$ cat src/rtl/core/csf_pkg.sv
// ----------------------------------------------------------------------------
// csf_pkg
// shared types, constants and controller/datapath command and status structs
// for the counting semaphore with wait queue
// ----------------------------------------------------------------------------
package csf_pkg;

	localparam int WAIT_DEPTH = 256;
	localparam int PTR_W      = (WAIT_DEPTH > 1) ? $clog2(WAIT_DEPTH) : 1;
	localparam int FILL_W     = $clog2(WAIT_DEPTH + 1);
	localparam int COUNT_W    = 16;
	localparam int TID_W      = 8;
	localparam int WAIT_W     = 9;
	localparam int ADDR_W     = 3;
	localparam int DATA_W     = 32;

	localparam logic [COUNT_W-1:0] COUNT_MAX  = {COUNT_W{1'b1}};
	localparam logic [PTR_W-1:0]   PTR_LAST   = PTR_W'(WAIT_DEPTH - 1);
	localparam logic [FILL_W-1:0]  FILL_FULL  = FILL_W'(WAIT_DEPTH);

	localparam logic CMD_ACQUIRE = 1'b0;
	localparam logic CMD_RELEASE = 1'b1;

	localparam logic REG_INITIAL_COUNT = 1'b0;

	typedef enum logic [2:0] {
		OUT_IGNORED     = 3'd0,
		OUT_ACQUIRED    = 3'd1,
		OUT_BLOCKED     = 3'd2,
		OUT_WOKE        = 3'd3,
		OUT_INCREMENTED = 3'd4,
		OUT_QUEUE_FULL  = 3'd5,
		OUT_SATURATED   = 3'd6
	} outcome_t;

	typedef enum logic [1:0] {
		ST_IDLE,
		ST_EXEC,
		ST_RDWAIT
	} ctrl_state_t;

	typedef struct packed {
		logic load_item;
		logic commit;
		logic rd_issue;
		logic wake_out;
	} dp_cmd_t;

	typedef struct packed {
		logic is_wake;
	} dp_status_t;

	typedef struct packed {
		logic               wr;
		logic [COUNT_W-1:0] data;
	} cfg_wr_t;

endpackage

$ cat src/rtl/core/csf_if.sv
// ----------------------------------------------------------------------------
// csf channel interfaces
// valid/ready channels for request items and result items
// ----------------------------------------------------------------------------
interface csf_in_if;
	logic       valid;
	logic       ready;
	logic       command;
	logic [7:0] thread_id;
	logic       in_thread_mode;

	modport source (output valid, command, thread_id, in_thread_mode, input ready);
	modport sink   (input valid, command, thread_id, in_thread_mode, output ready);
endinterface

interface csf_out_if;
	logic        valid;
	logic        ready;
	logic [2:0]  outcome;
	logic [7:0]  affected_thread;
	logic        switch_request;
	logic [15:0] count_now;
	logic [8:0]  waiting_now;

	modport source (output valid, outcome, affected_thread, switch_request, count_now,
		waiting_now, input ready);
	modport sink   (input valid, outcome, affected_thread, switch_request, count_now,
		waiting_now, output ready);
endinterface

$ cat src/rtl/core/csf_ctrl.sv
// ----------------------------------------------------------------------------
// csf_ctrl
// sequencer: takes one item, runs the update, waits on the queue read for a
// wake-up, and owns the result valid flag
// ----------------------------------------------------------------------------
module csf_ctrl (
	input  logic                clk,
	input  logic                arst_n,
	input  logic                in_valid,
	output logic                in_ready,
	output logic                out_valid,
	input  logic                out_ready,
	input  csf_pkg::dp_status_t status,
	output csf_pkg::dp_cmd_t    cmd
);
	import csf_pkg::*;

	ctrl_state_t state_q, state_d;
	logic        out_valid_q;
	logic        slot_free;

	assign slot_free = !out_valid_q || out_ready;
	assign out_valid = out_valid_q;

	always_ff @(posedge clk or negedge arst_n) begin
		if (!arst_n) begin
			state_q     <= ST_IDLE;
			out_valid_q <= 1'b0;
		end else begin
			state_q <= state_d;
			if (cmd.commit || cmd.wake_out)
				out_valid_q <= 1'b1;
			else if (out_ready)
				out_valid_q <= 1'b0;
		end
	end

	always_comb begin
		state_d  = state_q;
		in_ready = 1'b0;
		cmd      = '0;
		unique case (state_q)
			ST_IDLE: begin
				in_ready = 1'b1;
				if (in_valid) begin
					cmd.load_item = 1'b1;
					state_d       = ST_EXEC;
				end
			end
			ST_EXEC: begin
				if (status.is_wake) begin
					cmd.rd_issue = 1'b1;
					state_d      = ST_RDWAIT;
				end else if (slot_free) begin
					cmd.commit = 1'b1;
					state_d    = ST_IDLE;
				end
			end
			ST_RDWAIT: begin
				if (slot_free) begin
					cmd.wake_out = 1'b1;
					state_d      = ST_IDLE;
				end
			end
			default: state_d = ST_IDLE;
		endcase
	end

endmodule

$ cat src/rtl/core/csf_datapath.sv
// ----------------------------------------------------------------------------
// csf_datapath
// permit counter, wait queue pointers and store, item and result registers
// ----------------------------------------------------------------------------
module csf_datapath (
	input  logic                      clk,
	input  logic                      arst_n,
	input  csf_pkg::dp_cmd_t          cmd,
	output csf_pkg::dp_status_t       status,
	input  csf_pkg::cfg_wr_t          cfg,
	output logic [csf_pkg::COUNT_W-1:0] init_count,
	input  logic                      item_command,
	input  logic [csf_pkg::TID_W-1:0] item_thread_id,
	input  logic                      item_thread_mode,
	output csf_pkg::outcome_t         outcome,
	output logic [csf_pkg::TID_W-1:0] affected_thread,
	output logic                      switch_request,
	output logic [csf_pkg::COUNT_W-1:0] count_now,
	output logic [csf_pkg::WAIT_W-1:0] waiting_now
);
	import csf_pkg::*;

	logic [TID_W-1:0]   store_mem [WAIT_DEPTH];
	logic [TID_W-1:0]   rdata_q;

	logic [COUNT_W-1:0] init_q;
	logic [COUNT_W-1:0] counter_q, counter_d;
	logic [PTR_W-1:0]   head_q, tail_q;
	logic [FILL_W-1:0]  fill_q, fill_d;

	logic               cmd_q;
	logic [TID_W-1:0]   tid_q;
	logic               mode_q;

	outcome_t           res_d;
	logic               push;

	outcome_t           outcome_q;
	logic [TID_W-1:0]   affected_q;
	logic               switch_q;
	logic [COUNT_W-1:0] count_q;
	logic [WAIT_W-1:0]  waiting_q;

	function automatic logic [PTR_W-1:0] next_slot(input logic [PTR_W-1:0] p);
		return (p == PTR_LAST) ? '0 : p + 1'b1;
	endfunction

	assign status.is_wake = mode_q && (cmd_q == CMD_RELEASE) && (fill_q != '0);

	always_comb begin
		res_d     = OUT_IGNORED;
		counter_d = counter_q;
		fill_d    = fill_q;
		push      = 1'b0;
		if (mode_q) begin
			if (cmd_q == CMD_ACQUIRE) begin
				if (counter_q == '0) begin
					if (fill_q >= FILL_FULL) begin
						res_d = OUT_QUEUE_FULL;
					end else begin
						res_d  = OUT_BLOCKED;
						push   = 1'b1;
						fill_d = fill_q + 1'b1;
					end
				end else begin
					res_d     = OUT_ACQUIRED;
					counter_d = counter_q - 1'b1;
				end
			end else if (counter_q == COUNT_MAX) begin
				res_d = OUT_SATURATED;
			end else begin
				res_d     = OUT_INCREMENTED;
				counter_d = counter_q + 1'b1;
			end
		end
	end

	// wait store
	always_ff @(posedge clk) begin
		if (cmd.commit && push)
			store_mem[tail_q] <= tid_q;
		if (cmd.rd_issue)
			rdata_q <= store_mem[head_q];
	end

	always_ff @(posedge clk or negedge arst_n) begin
		if (!arst_n) begin
			init_q    <= '0;
			counter_q <= '0;
			head_q    <= '0;
			tail_q    <= '0;
			fill_q    <= '0;
		end else begin
			if (cfg.wr) begin
				init_q    <= cfg.data;
				counter_q <= cfg.data;
			end else if (cmd.commit) begin
				counter_q <= counter_d;
			end
			if (cmd.commit) begin
				fill_q <= fill_d;
				if (push)
					tail_q <= next_slot(tail_q);
			end else if (cmd.rd_issue) begin
				fill_q <= fill_q - 1'b1;
				head_q <= next_slot(head_q);
			end
		end
	end

	always_ff @(posedge clk) begin
		if (cmd.load_item) begin
			cmd_q  <= item_command;
			tid_q  <= item_thread_id;
			mode_q <= item_thread_mode;
		end
		if (cmd.commit) begin
			outcome_q  <= res_d;
			affected_q <= push ? tid_q : '0;
			switch_q   <= push;
			count_q    <= counter_d;
			waiting_q  <= WAIT_W'(fill_d);
		end else if (cmd.wake_out) begin
			outcome_q  <= OUT_WOKE;
			affected_q <= rdata_q;
			switch_q   <= 1'b1;
			count_q    <= counter_q;
			waiting_q  <= WAIT_W'(fill_q);
		end
	end

	assign init_count      = init_q;
	assign outcome         = outcome_q;
	assign affected_thread = affected_q;
	assign switch_request  = switch_q;
	assign count_now       = count_q;
	assign waiting_now     = waiting_q;

endmodule

$ cat src/rtl/core/counting_semaphore_fifo_wait.sv
// ----------------------------------------------------------------------------
// counting_semaphore_fifo_wait
// counting semaphore with a first-in first-out queue of blocked thread ids
// ----------------------------------------------------------------------------
// the result register is written when the output slot is free; a wake-up first
// passes through the registered read of the wait store
// the sequencer takes no new item until it is done with the last one
// reset: counter, initial count, queue pointers and fill cleared, no clearing pass
// the next item is taken while a result still waits on the output register
module counting_semaphore_fifo_wait (
	input  logic                        clk,
	input  logic                        arst_n,
	input  logic                        psel,
	input  logic                        penable,
	input  logic                        pwrite,
	input  logic [csf_pkg::ADDR_W-1:0]  paddr,
	input  logic [csf_pkg::DATA_W-1:0]  pwdata,
	output logic [csf_pkg::DATA_W-1:0]  prdata,
	output logic                        pready,
	csf_in_if.sink                      items,
	csf_out_if.source                   results
);
	import csf_pkg::*;

	dp_cmd_t            cmd;
	dp_status_t         status;
	cfg_wr_t            cfg;
	logic [COUNT_W-1:0] init_count;
	outcome_t           outcome;

	assign pready   = 1'b1;
	assign cfg.wr   = psel && penable && pwrite && (paddr[ADDR_W-1] == REG_INITIAL_COUNT);
	assign cfg.data = pwdata[COUNT_W-1:0];
	assign prdata   = (paddr[ADDR_W-1] == REG_INITIAL_COUNT)
		? {{(DATA_W-COUNT_W){1'b0}}, init_count} : '0;

	csf_ctrl u_ctrl (
		.clk       (clk),
		.arst_n    (arst_n),
		.in_valid  (items.valid),
		.in_ready  (items.ready),
		.out_valid (results.valid),
		.out_ready (results.ready),
		.status    (status),
		.cmd       (cmd)
	);

	csf_datapath u_datapath (
		.clk              (clk),
		.arst_n           (arst_n),
		.cmd              (cmd),
		.status           (status),
		.cfg              (cfg),
		.init_count       (init_count),
		.item_command     (items.command),
		.item_thread_id   (items.thread_id),
		.item_thread_mode (items.in_thread_mode),
		.outcome          (outcome),
		.affected_thread  (results.affected_thread),
		.switch_request   (results.switch_request),
		.count_now        (results.count_now),
		.waiting_now      (results.waiting_now)
	);

	assign results.outcome = outcome;

endmodule
$ cat src/flat_wrapper.sv
// flat-port wrapper written by rule: the top's interface ports become plain ports
module counting_semaphore_fifo_wait_flat import csf_pkg::*;
  (clk, arst_n, psel, penable, pwrite, paddr, pwdata, prdata, pready, items_valid, items_command, items_thread_id, items_in_thread_mode, items_ready, results_valid, results_outcome, results_affected_thread, results_switch_request, results_count_now, results_waiting_now, results_ready);
  csf_in_if items_i ();
  csf_out_if results_i ();
  input  logic clk;
  input  logic arst_n;
  input  logic psel;
  input  logic penable;
  input  logic pwrite;
  input  logic [csf_pkg::ADDR_W-1:0] paddr;
  input  logic [csf_pkg::DATA_W-1:0] pwdata;
  output logic [csf_pkg::DATA_W-1:0] prdata;
  output logic pready;
  input wire logic [$bits(items_i.valid)-1:0] items_valid;
  input wire logic [$bits(items_i.command)-1:0] items_command;
  input wire logic [$bits(items_i.thread_id)-1:0] items_thread_id;
  input wire logic [$bits(items_i.in_thread_mode)-1:0] items_in_thread_mode;
  output wire logic [$bits(items_i.ready)-1:0] items_ready;
  output wire logic [$bits(results_i.valid)-1:0] results_valid;
  output wire logic [$bits(results_i.outcome)-1:0] results_outcome;
  output wire logic [$bits(results_i.affected_thread)-1:0] results_affected_thread;
  output wire logic [$bits(results_i.switch_request)-1:0] results_switch_request;
  output wire logic [$bits(results_i.count_now)-1:0] results_count_now;
  output wire logic [$bits(results_i.waiting_now)-1:0] results_waiting_now;
  input wire logic [$bits(results_i.ready)-1:0] results_ready;
  assign items_i.valid = items_valid;
  assign items_i.command = items_command;
  assign items_i.thread_id = items_thread_id;
  assign items_i.in_thread_mode = items_in_thread_mode;
  assign items_ready = items_i.ready;
  assign results_valid = results_i.valid;
  assign results_outcome = results_i.outcome;
  assign results_affected_thread = results_i.affected_thread;
  assign results_switch_request = results_i.switch_request;
  assign results_count_now = results_i.count_now;
  assign results_waiting_now = results_i.waiting_now;
  assign results_i.ready = results_ready;
  counting_semaphore_fifo_wait u_core (.clk(clk), .arst_n(arst_n), .psel(psel), .penable(penable), .pwrite(pwrite), .paddr(paddr), .pwdata(pwdata), .prdata(prdata), .pready(pready), .items(items_i), .results(results_i));
endmodule
$ cat config.mk
export PLATFORM = sky130hd
export DESIGN_NAME = counting_semaphore_fifo_wait_flat
export DESIGN_NICKNAME = d
export VERILOG_FILES = /design/src/rtl/core/csf_pkg.sv /design/src/rtl/core/csf_if.sv /design/src/rtl/core/csf_ctrl.sv /design/src/rtl/core/csf_datapath.sv /design/src/rtl/core/counting_semaphore_fifo_wait.sv /design/src/flat_wrapper.sv
export SDC_FILE = /design/constraint.sdc
export NUM_CORES = 2
export LEC_CHECK = 0
export BUFFER_PORTS_ARGS = -buffer_cell sky130_fd_sc_hd__buf_2
export CAP_MARGIN = 20
export CELL_PAD_IN_SITES_DETAIL_PLACEMENT = 1
export CELL_PAD_IN_SITES_GLOBAL_PLACEMENT = 2
export CORE_MARGIN = 2
export CORE_UTILIZATION = 49
export CTS_CLUSTER_SIZE = 16
export DETAILED_ROUTE_END_ITERATION = 6
export PLACE_DENSITY_LB_ADDON = 0.1
export RECOVER_POWER = 25
export SLEW_MARGIN = 20
export SYNTH_ARGS = -nofsm -noshare
export SYNTH_HDL_FRONTEND = slang
export SYNTH_HIERARCHICAL = 1
export SYNTH_SLANG_ARGS = --single-unit
$ cat constraint.sdc
create_clock -name clk -period 4.5 [get_ports clk]
set_clock_uncertainty 0.05 [all_clocks]
set_input_delay 0.45 -clock clk [delete_from_list [all_inputs] [get_ports clk]]
set_output_delay 0.45 -clock clk [all_outputs]
set_load 0.05 [all_outputs]
=== Word level (Yosys, flattened, before mapping) ===
Memories as Yosys holds them, arrays and structs flattened. A register that Yosys moved wholly into a read port is not among the register bits.
Cells that the tools add are included.
W data, S select, Z words.

* Flip-flop bits (word level): 107
* Bits in writable memories: 2,048
* Output and inout bits: 72
* Word-level logic and storage cells: 100
* Memories: 1

* Add/subtract/negate cells: 6
* Magnitude comparators: 1
* Equality and inequality tests: 6
* Mux-type cells: 51
* Bitwise operators: 2
* Reduce and logical (&&, ||, !) cells: 18

{| class="wikitable"
|+ Memories
! memory !! words !! width !! read ports !! clocked after memory_dff !! wr ports !! line !! source
|-
| u_core.u_datapath.store_mem || 256 || 8 || 1 || 1 || 1 || csf_datapath.sv:23 || <nowiki>logic [TID_W-1:0] store_mem [WAIT_DEPTH];</nowiki>
|}

{| class="wikitable"
|+ Operators with widths
! operator !! number
|-
| $mux W16 || 9
|-
| $mux W9 || 8
|-
| $mux W8 || 5
|-
| $mux W3 || 6
|-
| $mux W1 || 17
|-
| $add A16 B1 Y16 const B || 1
|-
| $add A8 B1 Y8 const B || 2
|-
| $eq A16 B16 Y1 const B || 1
|-
| $eq A8 B8 Y1 const B || 2
|-
| $logic_not A16 Y1 || 1
|-
| $sub A16 B1 Y16 const B || 1
|-
| $mux W2 || 5
|-
| $add A9 B1 Y9 const B || 1
|-
| $ge A9 B9 Y1 const B || 1
|-
| $reduce_bool A9 Y1 || 1
|-
| $sub A9 B1 Y9 const B || 1
|-
| $reduce_bool A2 Y1 || 4
|-
| $logic_and A1 B1 Y1 || 6
|-
| $pmux W2 S3 || 1
|-
| $reduce_and A2 Y1 || 2
|-
| $eq A2 B1 Y1 const B || 1
|-
| $eq A2 B2 Y1 const B || 1
|-
| $logic_not A2 Y1 || 1
|-
| $logic_or A1 B1 Y1 || 2
|-
| 3 further kinds || 4
|}

=== Longest topological paths before layout ===
* Word-level depth: 8
* Depth in mapped cells: 13
* Mapped depth without buffers: 12

=== Cells and area by module ===
The synthesis kept the hierarchy.

{| class="wikitable"
|+ Modules (own cells, without submodules)
! module !! instances !! cells each !! area each (um^2) !! seq. area each (um^2)
|-
| csf_datapath || 1 || 4,283 || 84,695.0 || 64,576.9
|-
| counting_semaphore_fifo_wait || 1 || 37 || 271.5 || 0.0
|-
| csf_ctrl || 1 || 17 || 163.9 || 75.1
|}

=== Least setup slack after synthesis ===
Ideal clock, no wire load.

* Path type: reg2reg
* From: reg u_core.u_datapath.tid_q[0]
* To: mem u_core.u_datapath.store_mem[0][0] (data pin)
* Setup time: 0.821 ns
* Arrival time: 3.243 ns
* Required time: 3.629 ns
* Slack: 0.386 ns
* Cell stages (with the launch flop): 1
* Path buffers: 0
* Period minus slack after synthesis: 4.114 ns
* Cell sequence: edfxtp_1

{| class="wikitable"
|+ RTL lines
! what !! line !! source
|-
| start: declaration || csf_datapath.sv:32 || <nowiki>logic [TID_W-1:0] tid_q;</nowiki>
|-
| start signal: assignment || csf_datapath.sv:114 || <nowiki>tid_q <= item_thread_id;</nowiki>
|-
| end: declaration || csf_datapath.sv:23 ||
|}

Straight into the memory's write port.

==> flow_summary.json <==
{
  "ir_worst_vdd_mv": 0.411,
  "min_period_ps": 4340,
  "synth_common_cells": "edfxtp_1, mux4_2, nor2_1",
  "criticalPathCategory": "flop to flop",
  "cts_tree": "done",
  "synthCells": 4337,
  "wirelength_um": 251000,
  "crit_path_max_fanout": 12,
  "cpMaxStageDelayCell": "or4_1",
  "dpl.cell_count": 7007,
  "grt_pass1_vias": 47357,
  "avgRoutedWirePerCell_um": 33.7,
  "grt_antenna_before_repair": 10,
  "start_util_pct": 49.5,
  "drv_cap": 15,
  "portBuffers": 88,
  "place_hpwl_um": 160000,
  "numClockSinks": 2163,
  "vias": 45958,
  "drv_slew": 1439,
  "area_growth_pct": 16.0,
  "insertion_delay_ps": 860,
  "finalWeightedCongestion": 0.858,
  "drive_gt1_share_pct": 27.6,
  "leakage_nw": 32.1,
  "whs_path_depth": 4,
  "cp-end-kind": "flop",
  "yosysTopAreaCell": "edfxtp_1",
  "die_y_um": 421,
  "rsz0062_at_grt": "yes",
  "rr_endpoint": "u_core/u_datapath/store_mem[1][3]",
  "yosys_warnings": 6,
  "power_density_nw_per_um2": 553,
  "drcViolationCount": 0,
  "violations": "max-capacitance violations, max-slew violations",
  "grt_max_degree": 205,
  "htree_levels": 4,
  "synth_fa_ha_area_share_pct": 0.147,
  "final_cells": 7445,
  "die_area_um2": 177000,
  "overflow": 0,
  "crit_arrival_ps": 4840,
  "synth_top_area_share_pct": 74.2,
  "crit_start": "u_core/u_datapath/fill_q[6]",
  "ys_seq_area_share_pct": 75.9,
  "hp-start": "penable",
  "fin_setup_tns_ps": 0,
  "rr_worst_depth": 13,
  "root_buffer": "clkbuf_16",
  "crit_path_cell_trace": "or4_1 > nor2_1 > a21oi_1 > or3b_1 > nor2_1 > clkinv_1 > nor4_4 > buf_4 > nor3b_4 > nand2_2 > buf_4 > nor2_1 > buf_4",
  "whs_endpoint": "u_core/u_datapath/counter_q[13]",
  "min_period_over_period_pct": 96.4,
  "setup_viol": 0,
  "hold_slack_ps": 236,
  "crit_family": "simple AND/OR/NAND/NOR gates",
  "fin_nets": 5011,
  "status": "finished with violations",
  "async_flop_share_pct": 2.77,
  "place_area_um2": 91700,
  "crit_required_ps": 5010,
  "clock.fmax_ghz": 0.230,
  "slew_headroom_pct": -173,
  "fp.dieW_um": 421,
  "synth_seq_cells": 2163,
  "synth_area_per_cell_um2": 19.6,
  "worst_pin_slew_ps": 4090,
  "grt_pass1_wl_um": 356000,
  "placementRows": 152,
  "final_cell_area_um2": 98700,
  "pin_count": 124,
  "clk_pin_slew_worst_paths_ps": 60,
  "core_area_um2": 172000,
  "critPathBufInv": 4,
  "hp-class": "input port to flop",
  "synth.most_common_cell": "edfxtp_1",
  "startpoint_type": "flop",
  "cts-buffers-inserted": 219,
  "rrSetupSlack_ps": 160,
  "drt-pass1-iter-count": 6,
  "cts_buffer_depth": 3,
  "r2r-start": "u_core/u_datapath/fill_q[6]",
  "synthMuxAreaShare_pct": 14.3,
  "synth-xor-area-share_pct": 0.329,
  "max_stage_delay_ps": 590,
  "synth_ff_type": "edfxtp_1",
  "finalHoldViolations": 0,
  "ys_types": 81,
  "synth_top_family_by_area": "multiplexers",
  "synth_area_leaders": "edfxtp_1, mux4_2, mux2i_1",
  "fillCellCount": 14932,
  "ant_nets": 0,
  "synth_compound_area_share_pct": 3.93,
  "synth_area_um2": 85100,
  "drtIter0Drc": 5202,
  "vias_per_cell": 6.17,
  "grt.total_usage_pct": 28.6,
  "synth-edff-count": 2103,
  "yosys.area_share.simple_pct": 3.62
}
[per-layer routing]
layer  share of wire (%)  track usage (%)  up-vias
met5               0.037                0        -
met4                 2.8             8.10       10
met3                 7.7             5.46      338
met2                  48             46.0     1878
met1                  41             40.2    24718
li1                    -                -    19014
[per-stage QoR]
stage	util (%)	power, mW	worst slack, ps
final	57.4	54.6	161
after global routing	57.4	56.4	-34.3
after CTS	57.4	54.9	103
after detailed placement	53.3	37.6	138
after global placement	53.3	37.5	202
after floorplan	-	32.4	386
[sequential cells by signal, summed over array words and instances (netlist names), 8 cells and up]
register and flops:
u_core/u_datapath/store_mem 2048, u_core/u_datapath/count_now 16, u_core/u_datapath/counter_q 16, u_core/u_datapath/init_count 16, u_core/u_datapath/fill_q 9, u_core/u_datapath/waiting_now 9, u_core/u_datapath/affected_thread 8, u_core/u_datapath/head_q 8
u_core/u_datapath/rdata_q 8, u_core/u_datapath/tail_q 8, u_core/u_datapath/tid_q 8
[area by class of cell]
class | count | area, um^2 | share of cell area, %
Antenna cell | 2 | 5.00 | 0.00507
Multi-Input combinational cell | 1892 | 19100 | 19.4
Timing Repair Buffer | 655 | 5170 | 5.24
Tap cell | 2310 | 2890 | 2.93
Clock buffer | 283 | 5810 | 5.89
Clock inverter | 122 | 976 | 0.988
Inverter | 18 | 68.8 | 0.0697
Sequential cell | 2163 | 64700 | 65.5
[repair_timing]
item                                    4_1_cts  5_1_grt
setup buffers                                 0        0
hold buffers                                 30        0
endpoints found under the hold margin        76        0
gates resized for setup                       0        1
endpoints found under the setup margin        0      189
[logic make-up (layout without fill, tap and decap cells)]
group,after synthesis,count (layout)
fa+ha+maj,10,10
compound gates,488,488
xor+xnor,32,32
flops,2163,2163
mux,688,688
other cells,2,19
buf+inv,297,1078
simple gates,657,657
[placed cells by master (no fill, tap or decap), types with 17 or more instances in the layout]
cell | netlist | routed
a21oi_1 | 113 | 113
a221oi_1 | 51 | 51
a22o_1 | 18 | 18
a22oi_1 | 65 | 65
buf_12 | 0 | 34
buf_2 | 89 | 86
buf_4 | 50 | 487
clkbuf_1 | 123 | 65
clkbuf_16 | 0 | 220
clkinv_1 | 3 | 61
clkinv_2 | 0 | 38
conb_1 | 2 | 17
dfrtp_1 | 60 | 53
dlygate4sd3_1 | 0 | 30
edfxtp_1 | 2103 | 2103
mux2_2 | 37 | 37
mux2i_1 | 232 | 232
mux4_2 | 419 | 419
nand2_1 | 122 | 114
nand3_1 | 38 | 38
nand4_1 | 17 | 17
nor2_1 | 319 | 316
nor2b_1 | 27 | 23
nor3_1 | 33 | 33
o21ai_0 | 76 | 76
o221ai_1 | 34 | 34
o22ai_1 | 32 | 32
xnor2_1 | 21 | 21
[worst reg2reg max path, delay by kind of cell, from the launching register on]
| kind | cells | cell delay (ps) |
|---|---|---|
| buffers and inverters | 4 | 1050 |
| AOI/OAI and AO/OA | 1 | 90 |
| and+or+nand+nor | 8 | 2440 |
| DFF | 1 | 430 |
[worst max-delay path by stage]
stage                                   endpoint  depth (start not counted)
2_1_floorplan  u_core/u_datapath/store_mem[0][0]                          0
3_3_place_gp   u_core/u_datapath/store_mem[1][2]                         13
3_5_place_dp   u_core/u_datapath/store_mem[1][2]                         13
4_1_cts        u_core/u_datapath/store_mem[1][6]                         13
5_1_grt        u_core/u_datapath/store_mem[1][3]                         13
6_report       u_core/u_datapath/store_mem[1][3]                         13
[power breakdown]
part | switching [mW] | leakage, nW | internal [mW]
clock | 7.61 | 3.32 | 9.76
combinational | 8.14 | 9.09 | 5.35
sequential | 0.477 | 19.6 | 23.3
total | 16.2 | 32.1 | 38.4
Note: power is estimated with default switching activity, not from simulation.
